`config.mk`:
```
export PLATFORM = sky130hd
export DESIGN_NAME = iec104_apdu_object_parser
export DESIGN_NICKNAME = d
export VERILOG_FILES = /design/src/rtl/iap_pkg.sv /design/src/rtl/iap_layout.sv /design/src/rtl/iec104_apdu_object_parser.sv
export SDC_FILE = /design/constraint.sdc
export NUM_CORES = 1
export LEC_CHECK = 0
export ABC_AREA = 1
export BUFFER_PORTS_ARGS = -buffer_cell sky130_fd_sc_hd__buf_2
export CORE_MARGIN = 1.5
export CORE_UTILIZATION = 50
export DETAILED_ROUTE_END_ITERATION = 6
export HOLD_SLACK_MARGIN = 0.05
export PLACE_DENSITY_LB_ADDON = 0.25
export SYNTH_ARGS = -nofsm -noshare
export SYNTH_HDL_FRONTEND = slang
export SYNTH_SLANG_ARGS = --single-unit
```
`constraint.sdc`:
```
create_clock -name clk -period 7.37 [get_ports clk]
set_input_delay 2.211 -clock clk [delete_from_list [all_inputs] [get_ports clk]]
set_output_delay 2.211 -clock clk [all_outputs]
set_load 0.05 [all_outputs]
```
`src/rtl/iap_pkg.sv`:
```
// Shared types and constants for the IEC 104 APDU object parser.
// No dependencies; used by iap_layout and the top level.
package iap_pkg;

  typedef enum logic [1:0] {
    PH_HUNT = 2'd0,
    PH_LEN  = 2'd1,
    PH_BODY = 2'd2
  } phase_t;

  localparam logic [7:0] START_BYTE = 8'h68;
  localparam logic [3:0] NONE_OFF   = 4'hF;

  typedef struct packed {
    logic [3:0] stride;
    logic [2:0] vlen;
    logic [3:0] qoff;
    logic [3:0] toff;
  } layout_t;

  typedef struct packed {
    logic [7:0]  type_id;
    logic [23:0] object_address;
    logic [15:0] common_address;
    logic [31:0] value_bits;
    logic [7:0]  quality_bits;
    logic [55:0] time_raw;
    logic        has_time;
    logic [14:0] next_rx_seq;
    logic        last_of_frame;
  } result_t;

endpackage

```
`src/rtl/iap_layout.sv`:
```
// Object layout lookup by ASDU type.
// Depends on iap_pkg.
module iap_layout (
  input  logic [7:0]      type_id,
  output iap_pkg::layout_t layout
);

  // Map type to stride, value length, quality and time offsets
  always_comb begin
    case (type_id)
      8'd1, 8'd3:                 layout = '{4'd1, 3'd1, 4'd0, iap_pkg::NONE_OFF};
      8'd5:                       layout = '{4'd2, 3'd1, 4'd1, iap_pkg::NONE_OFF};
      8'd7, 8'd13, 8'd15, 8'd20:  layout = '{4'd5, 3'd4, 4'd4, iap_pkg::NONE_OFF};
      8'd9, 8'd11:                layout = '{4'd3, 3'd2, 4'd2, iap_pkg::NONE_OFF};
      8'd21:                      layout = '{4'd2, 3'd2, iap_pkg::NONE_OFF,
                                             iap_pkg::NONE_OFF};
      8'd30, 8'd31:               layout = '{4'd8, 3'd1, 4'd0, 4'd1};
      8'd32:                      layout = '{4'd9, 3'd1, 4'd1, 4'd2};
      8'd33, 8'd36, 8'd37:        layout = '{4'd12, 3'd4, 4'd4, 4'd5};
      8'd34, 8'd35:               layout = '{4'd10, 3'd2, 4'd2, 4'd3};
      8'd38, 8'd39, 8'd40:        layout = '{4'd11, 3'd1, 4'd1, 4'd4};
      default:                    layout = '{4'd0, 3'd0, iap_pkg::NONE_OFF,
                                             iap_pkg::NONE_OFF};
    endcase
  end

endmodule

```
`src/rtl/iec104_apdu_object_parser.sv`:
```
// IEC 104 APDU parser: one byte per cycle in, one object result out.
// Latency: a result appears on the output register the cycle after the
// transfer of the object's last byte. Throughput: one byte every cycle;
// input stalls in any cycle where a result is held and out_ready is low.
// Reset: synchronous, rst high, clears all parse state and returns to
// start-byte hunting.
module iec104_apdu_object_parser (
  input  logic        clk,
  input  logic        rst,
  input  logic        in_valid,
  output logic        in_ready,
  input  logic [7:0]  rx_byte,
  output logic        out_valid,
  input  logic        out_ready,
  output logic [7:0]  type_id,
  output logic [23:0] object_address,
  output logic [15:0] common_address,
  output logic [31:0] value_bits,
  output logic [7:0]  quality_bits,
  output logic [55:0] time_raw,
  output logic        has_time,
  output logic [14:0] next_rx_seq,
  output logic        last_of_frame
);

  iap_pkg::phase_t parse_phase, parse_phase_next;
  logic [7:0]  frame_length, byte_position;
  logic        frame_is_info, sequence_mode;
  logic [7:0]  object_type;
  logic [6:0]  object_count, object_index;
  logic [15:0] asdu_address;
  logic [23:0] running_address;
  logic [3:0]  element_byte;
  logic [31:0] value_accum;
  logic [7:0]  quality_hold;
  logic [55:0] time_accum;
  logic [14:0] send_seq_next;

  logic [7:0]  frame_length_next, byte_position_next, object_type_next;
  logic        frame_is_info_next, sequence_mode_next;
  logic [6:0]  object_count_next, object_index_next;
  logic [15:0] asdu_address_next;
  logic [23:0] running_address_next;
  logic [3:0]  element_byte_next;
  logic [31:0] value_accum_next;
  logic [7:0]  quality_hold_next;
  logic [55:0] time_accum_next;
  logic [14:0] send_seq_next_next;

  iap_pkg::layout_t ly;
  iap_pkg::result_t res, res_q;
  logic             emit;
  logic             accept;

  iap_layout u_layout (.type_id(object_type), .layout(ly));

  // Take input unless a held result would be overwritten
  assign in_ready = !out_valid || out_ready;
  assign accept   = in_valid && in_ready;

  // Parse one byte
  always_comb begin
    logic [3:0] pre, size, eb, e, tpos;
    logic [8:0] endpos;
    logic [31:0] v;
    logic [7:0]  q;
    parse_phase_next     = parse_phase;
    frame_length_next    = frame_length;
    byte_position_next   = byte_position;
    frame_is_info_next   = frame_is_info;
    object_type_next     = object_type;
    object_count_next    = object_count;
    sequence_mode_next   = sequence_mode;
    asdu_address_next    = asdu_address;
    running_address_next = running_address;
    object_index_next    = object_index;
    element_byte_next    = element_byte;
    value_accum_next     = value_accum;
    quality_hold_next    = quality_hold;
    time_accum_next      = time_accum;
    send_seq_next_next   = send_seq_next;
    emit = 1'b0;
    res  = '0;
    pre  = sequence_mode ? 4'd0 : 4'd3;
    size = pre + ly.stride;
    eb   = element_byte;
    e    = eb - pre;
    tpos = e - ly.toff;
    endpos = {1'b0, byte_position} + {5'd0, size} + 9'd1;
    v = '0;
    q = '0;
    case (parse_phase)
      iap_pkg::PH_LEN: begin
        frame_length_next  = rx_byte;
        byte_position_next = '0;
        frame_is_info_next = 1'b0;
        object_count_next  = '0;
        object_index_next  = '0;
        element_byte_next  = '0;
        parse_phase_next   = (rx_byte == 8'd0) ? iap_pkg::PH_HUNT : iap_pkg::PH_BODY;
      end
      iap_pkg::PH_BODY: begin
        if (byte_position == 8'd0) begin
          frame_is_info_next = (frame_length >= 8'd10) && !rx_byte[0];
          value_accum_next   = {24'd0, rx_byte};
        end else if (byte_position == 8'd1) begin
          if (frame_is_info)
            send_seq_next_next = {rx_byte[7:0], value_accum[7:1]} + 15'd1;
        end else if (byte_position == 8'd4) begin
          object_type_next = rx_byte;
        end else if (byte_position == 8'd5) begin
          object_count_next  = rx_byte[6:0];
          sequence_mode_next = rx_byte[7];
        end else if (byte_position == 8'd8) begin
          asdu_address_next = {8'd0, rx_byte};
        end else if (byte_position == 8'd9) begin
          asdu_address_next = {rx_byte, asdu_address[7:0]};
        end else if (byte_position >= 8'd10 && frame_is_info) begin
          if (sequence_mode && byte_position <= 8'd12) begin
            case (byte_position[1:0])
              2'd2:    running_address_next = {16'd0, rx_byte};
              2'd3:    running_address_next[15:8] = rx_byte;
              default: running_address_next[23:16] = rx_byte;
            endcase
          end else if (ly.stride != 4'd0 && object_index < object_count) begin
            // Accumulate one object byte
            if (eb == 4'd0) begin
              value_accum_next  = '0;
              quality_hold_next = '0;
              time_accum_next   = '0;
              if (!sequence_mode) running_address_next = '0;
            end
            if (eb < pre) begin
              running_address_next[8*eb[1:0] +: 8] = rx_byte;
            end else begin
              if ({1'b0, e} < {2'b0, ly.vlen}) value_accum_next[8*e[1:0] +: 8] = rx_byte;
              if (e == ly.qoff) quality_hold_next = rx_byte;
              if (ly.toff != iap_pkg::NONE_OFF && e >= ly.toff && tpos < 4'd7)
                time_accum_next[8*tpos[2:0] +: 8] = rx_byte;
            end
            if (eb + 4'd1 < size) begin
              element_byte_next = eb + 4'd1;
            end else begin
              // Finish object and form result
              emit = 1'b1;
              v = value_accum_next;
              q = quality_hold_next;
              if (object_type == 8'd1 || object_type == 8'd30) begin
                v = v & 32'h1; q = q & 8'hFE;
              end else if (object_type == 8'd3 || object_type == 8'd31) begin
                v = v & 32'h3; q = q & 8'hFC;
              end else if (object_type == 8'd11 || object_type == 8'd35) begin
                v = {{16{v[15]}}, v[15:0]};
              end
              if (object_type == 8'd21) q = '0;
              res.type_id        = object_type;
              res.object_address = running_address_next;
              res.common_address = asdu_address;
              res.value_bits     = v;
              res.quality_bits   = q;
              res.has_time       = ly.toff != iap_pkg::NONE_OFF;
              res.time_raw       = res.has_time ? time_accum_next : '0;
              res.next_rx_seq    = send_seq_next;
              res.last_of_frame  = (object_index + 7'd1 >= object_count)
                                   || (endpos > {1'b0, frame_length});
              element_byte_next  = '0;
              object_index_next  = object_index + 7'd1;
              if (sequence_mode) running_address_next = running_address_next + 24'd1;
            end
          end
        end
        if ({1'b0, byte_position} + 9'd1 >= {1'b0, frame_length}) begin
          parse_phase_next   = iap_pkg::PH_HUNT;
          byte_position_next = '0;
        end else begin
          byte_position_next = byte_position + 8'd1;
        end
      end
      default: begin
        parse_phase_next = (rx_byte == iap_pkg::START_BYTE) ? iap_pkg::PH_LEN
                                                            : iap_pkg::PH_HUNT;
      end
    endcase
  end

  // Update parse state on each byte transfer
  always_ff @(posedge clk) begin
    if (rst) begin
      parse_phase     <= iap_pkg::PH_HUNT;
      frame_length    <= '0;
      byte_position   <= '0;
      frame_is_info   <= 1'b0;
      object_type     <= '0;
      object_count    <= '0;
      sequence_mode   <= 1'b0;
      asdu_address    <= '0;
      running_address <= '0;
      object_index    <= '0;
      element_byte    <= '0;
      value_accum     <= '0;
      quality_hold    <= '0;
      time_accum      <= '0;
      send_seq_next   <= '0;
    end else if (accept) begin
      parse_phase     <= parse_phase_next;
      frame_length    <= frame_length_next;
      byte_position   <= byte_position_next;
      frame_is_info   <= frame_is_info_next;
      object_type     <= object_type_next;
      object_count    <= object_count_next;
      sequence_mode   <= sequence_mode_next;
      asdu_address    <= asdu_address_next;
      running_address <= running_address_next;
      object_index    <= object_index_next;
      element_byte    <= element_byte_next;
      value_accum     <= value_accum_next;
      quality_hold    <= quality_hold_next;
      time_accum      <= time_accum_next;
      send_seq_next   <= send_seq_next_next;
    end
  end

  // Hold the result until its transfer
  always_ff @(posedge clk) begin
    if (rst) begin
      out_valid <= 1'b0;
    end else if (accept && emit) begin
      out_valid <= 1'b1;
    end else if (out_ready) begin
      out_valid <= 1'b0;
    end
  end

  always_ff @(posedge clk) begin
    if (accept && emit) res_q <= res;
  end

  assign type_id        = res_q.type_id;
  assign object_address = res_q.object_address;
  assign common_address = res_q.common_address;
  assign value_bits     = res_q.value_bits;
  assign quality_bits   = res_q.quality_bits;
  assign time_raw       = res_q.time_raw;
  assign has_time       = res_q.has_time;
  assign next_rx_seq    = res_q.next_rx_seq;
  assign last_of_frame  = res_q.last_of_frame;

  // A stalled result must not be replaced
  a_hold: assert property (@(posedge clk) disable iff (rst)
    out_valid && !out_ready |=> out_valid && $stable(res_q))
    else $error("result changed while stalled");

  // Results only come from body bytes
  a_emit_body: assert property (@(posedge clk) disable iff (rst)
    accept && emit |-> parse_phase == iap_pkg::PH_BODY)
    else $error("result outside frame body");

  // Element counter stays inside the largest object
  a_elem: assert property (@(posedge clk) disable iff (rst)
    element_byte < 4'd15)
    else $error("element counter overflow");

endmodule

```
==> impl_metrics.py, run 1 <==
metrics = {
    "outcome": {
        "status": "finished, violations left",
        "violations": "DRC",
    },
    "setup_path": {
        "critPathMaxFanout": 23,
        "cp_slowest_stage_delay_ps": 930,
        "crit_type": "flop to flop",
        "start_kind": "flop",
        "crit_chain": "inv_1, ha_1, ha_1, inv_1, fa_1, inv_1, ha_1, ha_1, inv_1, nor4_2, nand2_1, nand2_1, a21oi_1",
        "endpoint_kind": "flop",
        "critical-path-slowest-cell": "ha_1",
        "cp_top_family": "adder cells",
        "cp.arrival_ps": 5370,
        "worstPathRequired_ps": 7650,
        "crit_buf_inv": 4,
    },
    "floorplan": {
        "rows": 72,
        "start_util_pct": 50.9,
        "die_y_um": 202,
        "ios": 175,
        "dieArea_um2": 40600,
        "die-width_um": 202,
        "core_um2": 38700,
    },
    "synth": {
        "ys_ff_latch": 373,
        "yosys.area_share.xor_xnor_pct": 1.51,
        "synthArstFlopShare_pct": 0,
        "syn_area_um2": 19700,
        "synthDistinctLibCells": 50,
        "yosysWarnings": 0,
        "synth_top_family_by_area": "simple AND/OR/NAND/NOR gates",
        "synth_compound_area_share_pct": 13.2,
        "yosys-top-cells-count": "nand2_1, nor2_1, inv_1, a21oi_1, nand3_1",
        "netlist_top_cells_area": "edfxtp_1, dfxtp_1, nand2_1, nor2_1, a21oi_1",
        "yosys.area_share.simple_pct": 25.6,
        "netlist.area_leader.share_pct": 24.5,
        "synth_fa_ha_area_share_pct": 4.85,
        "syn_inst": 2608,
        "ys_seq_area_share_pct": 46.1,
        "synth_edf_count": 161,
        "synth_flop_cell": "dfxtp_1",
        "yosysTopAreaCell": "edfxtp_1",
        "yosysMostFrequentCell": "nand2_1",
        "synth.avg_cell_area_um2": 7.55,
        "muxShareOfSynthArea_pct": 0,
    },
    "layout": {
        "drive_gt1_share_pct": 10.4,
        "antenna_cells": 0,
        "nets": 2806,
        "syn_to_final_growth_pct": 12.5,
        "nFillCells": 3549,
        "seq_area_um2": 9080,
        "multi_input_area_um2": 8910,
    },
    "timing": {
        "max_freq_ghz": 0.196,
        "fin_crit_ps": 5090,
        "maxSlewViolCount": 0,
        "hold_viol_final": 0,
        "fin_crit_sh_pct": 69.1,
        "final-setup-viol-count": 0,
        "worst_pin_slew_ps": 1200,
        "fin_setup_tns_ps": 0,
        "rsz0062_at_grt": "no",
        "finClkSkew_ps": 22.1,
        "max_slew_margin_pct": 19.7,
    },
    "routing": {
        "ant_nets": 0,
        "drt_iter0_drc": 2019,
        "drc": 13,
        "via_count": 18200,
        "wl_per_cell_um": 17.3,
        "viasPerCell": 5.57,
        "firstDrtPassIters": 7,
        "wl_um": 56700,
    },
    "global_routing": {
        "grt_max_degree": 89,
        "grt_pass1_vias": 16800,
        "track_usage_pct": 27.4,
        "antenna_found_initial": 0,
        "grt-ovfl-total": 0,
        "grt_pass1_wl_um": 89200,
    },
    "clocking": {
        "clk_path_buf_depth": 3,
        "insertion_delay_ps": 580,
        "hold_buffers": 0,
        "cts_sinks": 373,
        "clk_pin_slew_ps": 60,
        "cts_tree": "yes",
        "clock-root-buffer": "clkbuf_16",
        "cts_resized": 0,
        "cts_made_buffers": 41,
        "cts_setup_buffers": 0,
        "htreeDepth": 2,
    },
    "job": {
        "maxCapViolCount": 0,
    },
    "pwr": {
        "total_power_mw": 4.40,
        "p_leak_nw": 8.46,
        "power_density_nw_per_um2": 198,
        "ir_drop_v": 0.000136,
    },
    "worst_hold_path": {
        "min_path_type": "flop to flop",
    },
    "place": {
        "port_buffers": 174,
        "dpl.hpwl_um": 38600,
        "globalplace.congestion": 0.962,
    },
}
[worst reg2reg max path, delay by kind of cell, from the launching register on]
kind / cells / cell delay [ps]
adders and majority gates: 5 / 2190
and+or+nand+nor: 3 / 1440
buffers and inverters: 4 / 610
DFF: 1 / 480
AOI/OAI and AO/OA: 1 / 80
[worst paths after layout]
check | from | endpoint | slack [ps] | cells after the start
worst min-delay path | asdu_address[7] | asdu_address[7] | 460 | 2
worst max-delay path | sequence_mode | time_raw[4] | 2280 | 13
worst max register to register | sequence_mode | time_raw[4] | 2280 | 13
worst min register to register | asdu_address[7] | asdu_address[7] | 460 | 2
[sequential cells by signal, indices dropped and copies added, names as in the netlist, 15 cells and up, named ones only]
register	count
time_raw	56
value_bits	32
value_accum	32
time_accum	56
common_address	16
running_address	24
asdu_address	16
next_rx_seq	15
object_address	24
send_seq_next	15
[where the power goes]
part,internal (mW),total [mW],switching (mW)
clock,1.18,2.03,0.852
sequential,2.14,2.15,0.00369
combinational,0.0496,0.218,0.168
total,3.37,4.40,1.02
[layout make-up]
type                            count  share of cell area (%)
Clock buffer                       51                    5.03
Timing Repair Buffer              193                    4.63
Inverter                          315                    5.36
Multi-Input combinational cell   1796                    40.2
Tap cell                          518                    2.92
Clock inverter                     24                   0.931
Sequential cell                   373                    40.9
[layer usage]
| metal | up-vias | track usage (%) | wire (um) |
|---|---|---|---|
| met5 | - | 0 | 0 |
| met4 | 0 | 10.4 | 2100 |
| met3 | 164 | 4.66 | 4810 |
| met2 | 829 | 42.3 | 25200 |
| met1 | 8412 | 38.4 | 24700 |
| li1 | 8811 | - | - |
[cell usage in the layout (no fill, tap or decap), types with 4 or more instances in the layout]
master / instances
nor3_1: 22
fa_1: 4
nand3b_1: 7
buf_4: 18
nand3_1: 231
clkbuf_16: 42
clkbuf_1: 6
edfxtp_1: 161
o21a_1: 5
clkinv_1: 17
nand3_2: 4
a211oi_1: 19
inv_2: 6
a21oi_1: 256
nand4_1: 39
o21ai_0: 193
nor2_2: 9
dfxtp_1: 212
nor2_1: 423
ha_1: 70
xor2_1: 28
nand2_1: 435
inv_1: 300
clkinv_2: 6
o211ai_1: 5
xnor2_1: 6
buf_2: 174
nor2_4: 4
[logic make-up (layout without fill, tap and decap cells)]
logic type	count (synthesis)	count (layout)
other cells	1	2
flops	373	373
fa+ha+maj	74	74
simple gates	1191	1191
compound gates	495	495
buf+inv	440	583
xor+xnor	34	34
[per-stage QoR]
step	instances	area, um^2	worst slack (ps)	hold slack (ps)	util [%]
5_1_grt	3270	22200	1900	478	57.2
2_1_floorplan	2609	19700	1110	430	-
3_3_place_gp	3195	20900	2470	446	53.8
4_1_cts	3270	22200	2360	456	57.2
6_report	3270	22200	2280	456	57.2
3_5_place_dp	3195	20900	2380	449	53.8
Note: power is estimated with default switching activity, not from simulation.
==> run 2, diff against run 1 <==
==> constraint.sdc (replaced) <==
create_clock -name clk -period 5.1 [get_ports clk]
set_input_delay 1.53 -clock clk [delete_from_list [all_inputs] [get_ports clk]]
set_output_delay 1.53 -clock clk [all_outputs]
set_load 0.05 [all_outputs]
==> impl_metrics.py, run 2 (same netlist as run 1, synthesis figures left out) <==
metrics = {
    "outcome": {
        "status": "finished, final reports clean",
    },
    "layout": {
        "drive_gt1_share_pct": 11.7,
        "final_common_cell": "nand2_1",
        "syn_to_final_growth_pct": 14.2,
        "antenna_cells": 0,
        "stdcell_area_um2": 22500,
        "nets": 2835,
        "final_cell_mix": "nand2_1, nor2_1, inv_1, a21oi_1, nand3_1",
    },
    "clocking": {
        "clk_path_buf_depth": 3,
        "cts_sinks": 373,
        "hold_buffers": 0,
        "cts_tree": "yes",
        "clock-root-buffer": "clkbuf_16",
        "cts_setup_buffers": 0,
        "insertion_delay_ps": 580,
        "cts_made_buffers": 41,
        "clk_pin_slew_ps": 60,
        "htreeDepth": 2,
        "cts_resized": 0,
    },
    "global_routing": {
        "grt_pass1_vias": 17000,
        "antenna_found_initial": 0,
        "grt-ovfl-total": 0,
        "track_usage_pct": 28.6,
        "grt_max_degree": 106,
        "grt_pass1_wl_um": 92300,
    },
    "routing": {
        "via_count": 18400,
        "wl_per_cell_um": 17.9,
        "firstDrtPassIters": 6,
        "drc": 0,
        "ant_nets": 0,
        "drt_iter0_drc": 1792,
        "wl_um": 58900,
        "viasPerCell": 5.57,
    },
    "setup_path": {
        "startpoint": "sequence_mode",
        "critPathMaxFanout": 10,
        "endpoint_kind": "flop",
        "start_kind": "flop",
        "r2r_cells": 14,
        "worstPathRequired_ps": 5420,
        "r2r-end": "time_raw[47]",
        "cp-endpoint": "time_raw[47]",
        "crit_type": "flop to flop",
        "ff2ff_setup_slack_ps": 580,
        "regToRegStartpoint": "sequence_mode",
        "cp.arrival_ps": 4840,
    },
    "floorplan": {
        "die_y_um": 202,
        "rows": 72,
        "ios": 175,
        "dieArea_um2": 40600,
        "die-width_um": 202,
        "start_util_pct": 50.9,
        "core_um2": 38700,
    },
    "timing": {
        "max_slew_margin_pct": 19.1,
        "rsz0062_at_grt": "no",
        "fin_crit_ps": 4520,
        "maxSlewViolCount": 0,
        "final-setup-viol-count": 0,
        "worst_pin_slew_ps": 1210,
        "fin_ws_ps": 576,
        "fin_setup_tns_ps": 0,
        "finClkSkew_ps": 26.7,
        "max_freq_ghz": 0.221,
        "timing.hold.ws_ps": 459,
        "fin_crit_sh_pct": 88.7,
        "hold_viol_final": 0,
    },
    "pwr": {
        "intPower_mw": 5.06,
        "ir_drop_v": 0.000206,
        "pwr-share-comb_pct": 5.2,
        "p_leak_nw": 8.66,
        "swShare_pct": 23.2,
        "seqPwrFrac_pct": 47.1,
        "p_clk_share_pct": 47.7,
        "power.net_switching_mw": 1.53,
        "power_density_nw_per_um2": 292,
        "total_power_mw": 6.58,
    },
    "place": {
        "placed_cell_area_um2": 21100,
        "port_buffers": 174,
        "globalplace.congestion": 0.967,
        "post-place-ws_ps": 633,
        "dpl.hpwl_um": 40200,
    },
    "worst_hold_path": {
        "min_path_type": "flop to flop",
    },
    "job": {
        "maxCapViolCount": 0,
    },
}
-- run 2: power by group through the flow --
stage | combinational, mW | sequential [mW] | clock, mW
after detailed placement | 0.328 | 3.17 | 0
after global routing | 0.365 | 3.10 | 3.30
after floorplan | 0.207 | 3.16 | 0
after CTS | 0.330 | 3.10 | 3.18
final | 0.340 | 3.10 | 3.14
after global placement | 0.325 | 3.17 | 0
-- run 2: worst min path at each step --
stage                               start         endpoint  slack, ps  cells after the start
after global placement    asdu_address[6]  asdu_address[6]        440                      2
final                     asdu_address[3]  asdu_address[3]        460                      2
after detailed placement  asdu_address[3]  asdu_address[3]        450                      2
after CTS                 asdu_address[3]  asdu_address[3]        460                      2
after floorplan           asdu_address[0]  asdu_address[0]        430                      2
after global routing      asdu_address[3]  asdu_address[3]        470                      2
-- run 2: routing by layer --
layer / wire length, um / GRT usage [%] / up-vias
li1: - / - / 8872
met1: 25300 / 39.9 / 8553
met2: 26500 / 44.5 / 839
met3: 5190 / 5.25 / 126
met4: 1890 / 10.1 / 0
met5: 0 / 0 / -
-- run 2: final cells by class --
cell class                      count  area (um^2)
Fill cell                        3522        16200
Sequential cell                   373         9080
Multi-Input combinational cell   1796         8910
Timing Repair Buffer              222         1260
Inverter                          315         1190
Clock buffer                       48         1110
Tap cell                          518          648
Clock inverter                     27          314
-- run 2: critical path, cell delays in order (launching register included) --
cell and delay [ps]:
dfxtp_1 440, inv_1 260, ha_1 310, fa_1 590, inv_1 180, fa_1 640, inv_1 60, ha_1 180
ha_1 290, inv_1 180, nand4_1 130, nor2_1 440, nand2_1 330, nand2_1 170, a21oi_1 90
-- run 2: stage by stage --
stage               utilization [%]  instances
floorplan                         -       2609
global placement               54.4       3224
detailed placement             54.4       3224
CTS                            58.1       3299
global route                   58.1       3299
finish                         58.1       3299
==> run 3, diff against run 2 <==
==> constraint.sdc (replaced) <==
create_clock -name clk -period 3.85 [get_ports clk]
set_input_delay 1.155 -clock clk [delete_from_list [all_inputs] [get_ports clk]]
set_output_delay 1.155 -clock clk [all_outputs]
set_load 0.05 [all_outputs]
==> impl_metrics.py, run 3 (same netlist as run 1, synthesis figures left out) <==
metrics = {
    "timing": {
        "max_freq_ghz": 0.275,
        "fin_crit_sh_pct": 94.5,
        "finClkSkew_ps": 12.3,
        "final-setup-viol-count": 0,
        "maxSlewViolCount": 0,
        "worst_pin_slew_ps": 886,
        "hold_viol_final": 0,
        "max_slew_margin_pct": 40.7,
        "fin_crit_ps": 3640,
        "rsz0062_at_grt": "yes",
    },
    "setup_path": {
        "crit_type": "flop to flop",
        "cp_slowest_stage_delay_ps": 330,
        "start_kind": "flop",
        "startpoint": "object_type[6]",
        "critical-path-slowest-cell": "dfxtp_1",
        "regToRegStartpoint": "object_type[6]",
        "worstPathRequired_ps": 4120,
        "crit_chain": "nor2_4, inv_4, nor2_4, ha_2, a21oi_1, or2_2, xnor2_2, inv_2, ha_1, nand2_1, nor2_1, a211oi_2, buf_4, xor2_1, ha_1, a21oi_2, o21ai_2, nand2_1, nand2_1, nand2_1, nand2_1, nand2_1, a31oi_1",
        "cp.arrival_ps": 3910,
        "endpoint_kind": "flop",
        "critPathMaxFanout": 6,
        "crit_top_cell": "nand2_1",
    },
    "worst_hold_path": {
        "worstHoldStart": "asdu_address[0]",
        "min_path_type": "flop to flop",
    },
    "layout": {
        "seq_area_um2": 9080,
        "final_util_pct": 59.1,
        "nFillCells": 3513,
        "syn_to_final_growth_pct": 16.1,
        "fin_cells": 3328,
        "antenna_cells": 0,
        "nets": 2864,
        "final_common_cell": "nand2_1",
        "multi_input_area_um2": 9050,
        "final_cell_mix": "nand2_1, nor2_1, inv_1, a21oi_1, nand3_1",
        "drive_gt1_share_pct": 13.6,
    },
    "routing": {
        "wl_per_cell_um": 17.7,
        "firstDrtPassIters": 5,
        "ant_nets": 0,
        "viasPerCell": 5.63,
        "drt_iter0_drc": 1928,
        "via_count": 18700,
        "drc": 0,
        "wl_um": 58800,
    },
    "pwr": {
        "ir_drop_v": 0.000322,
        "power_density_nw_per_um2": 377,
        "p_leak_nw": 8.81,
    },
    "floorplan": {
        "rows": 72,
        "core_um2": 38700,
        "ios": 175,
        "die-width_um": 202,
        "die_y_um": 202,
        "dieArea_um2": 40600,
        "start_util_pct": 50.9,
    },
    "place": {
        "post-place-cells": 3251,
        "port_buffers": 174,
        "dpl.hpwl_um": 40200,
        "globalplace.congestion": 0.971,
    },
    "global_routing": {
        "grt-ovfl-total": 0,
        "grt_pass1_vias": 17200,
        "track_usage_pct": 28.2,
        "antenna_found_initial": 0,
        "grt_max_degree": 88,
        "grt_pass1_wl_um": 91900,
    },
    "clocking": {
        "cts_made_buffers": 42,
        "clk_pin_slew_ps": 60,
        "insertion_delay_ps": 570,
        "clock-root-buffer": "clkbuf_16",
        "cts_tree": "yes",
        "cts_sinks": 373,
        "hold_buffers": 0,
        "clk_path_buf_depth": 3,
        "htreeDepth": 2,
    },
    "outcome": {
        "status": "finished, final reports clean",
    },
    "job": {
        "maxCapViolCount": 0,
    },
}
-- run 3: worst max-delay path: cells and delay by family (launching register included) --
family	cells	cell delay, ps
xor+xnor	2	370
simple gates	10	1020
compound gates	5	490
buf+inv	3	340
flops	1	330
fa+ha+maj	3	770
-- run 3: path summary, 6_finish.rpt --
check	end	slack, ps	cells after the start
worst max-delay path	last_of_frame	210	23
worst min-delay path	asdu_address[0]	460	2
worst max register to register	last_of_frame	210	23
worst min register to register	asdu_address[0]	460	2
-- run 3: power breakdown --
group | internal, mW | leakage, nW | switching, mW
Sequential | 4.10 | 3.01 | 0.00653
Combinational | 0.125 | 5.12 | 0.347
Clock | 2.37 | 0.685 | 1.68
-- run 3: area by class of cell --
type	instances	share of cell area, %
Inverter	315	5.21
Multi-Input combinational cell	1796	39.6
Clock buffer	55	5.16
Timing Repair Buffer	250	6.68
Tap cell	518	2.83
Clock inverter	21	0.880
Sequential cell	373	39.7
-- run 3: routing by layer --
layer / wire length (um) / GRT usage (%) / up-vias
li1: - / - / 8936
met4: 2180 / 11.4 / 0
met3: 5200 / 4.73 / 154
met1: 25200 / 38.9 / 8759
met5: 0 / 0 / -
met2: 26200 / 44.1 / 887
-- run 3: through the flow --
step / worst slack (ps) / hold slack [ps] / power [mW] / cell area [um^2] / TNS (ps)
2_1_floorplan: -1030 / 430 / 4.47 / 19800 / -166560
3_3_place_gp: 126 / 445 / 4.64 / 21400 / 0
3_5_place_dp: 41.2 / 450 / 4.65 / 21400 / 0
4_1_cts: 0.818 / 460 / 8.65 / 22800 / 0
5_1_grt: -67.6 / 467 / 8.84 / 22900 / -67.6
6_report: 212 / 460 / 8.64 / 22900 / 0
-- run 3: what timing repair did --
item / in CTS / in global routing
gates resized for setup: 0 / 25
buffers inserted: 0 / 1
endpoints found under the setup margin: 0 / 115
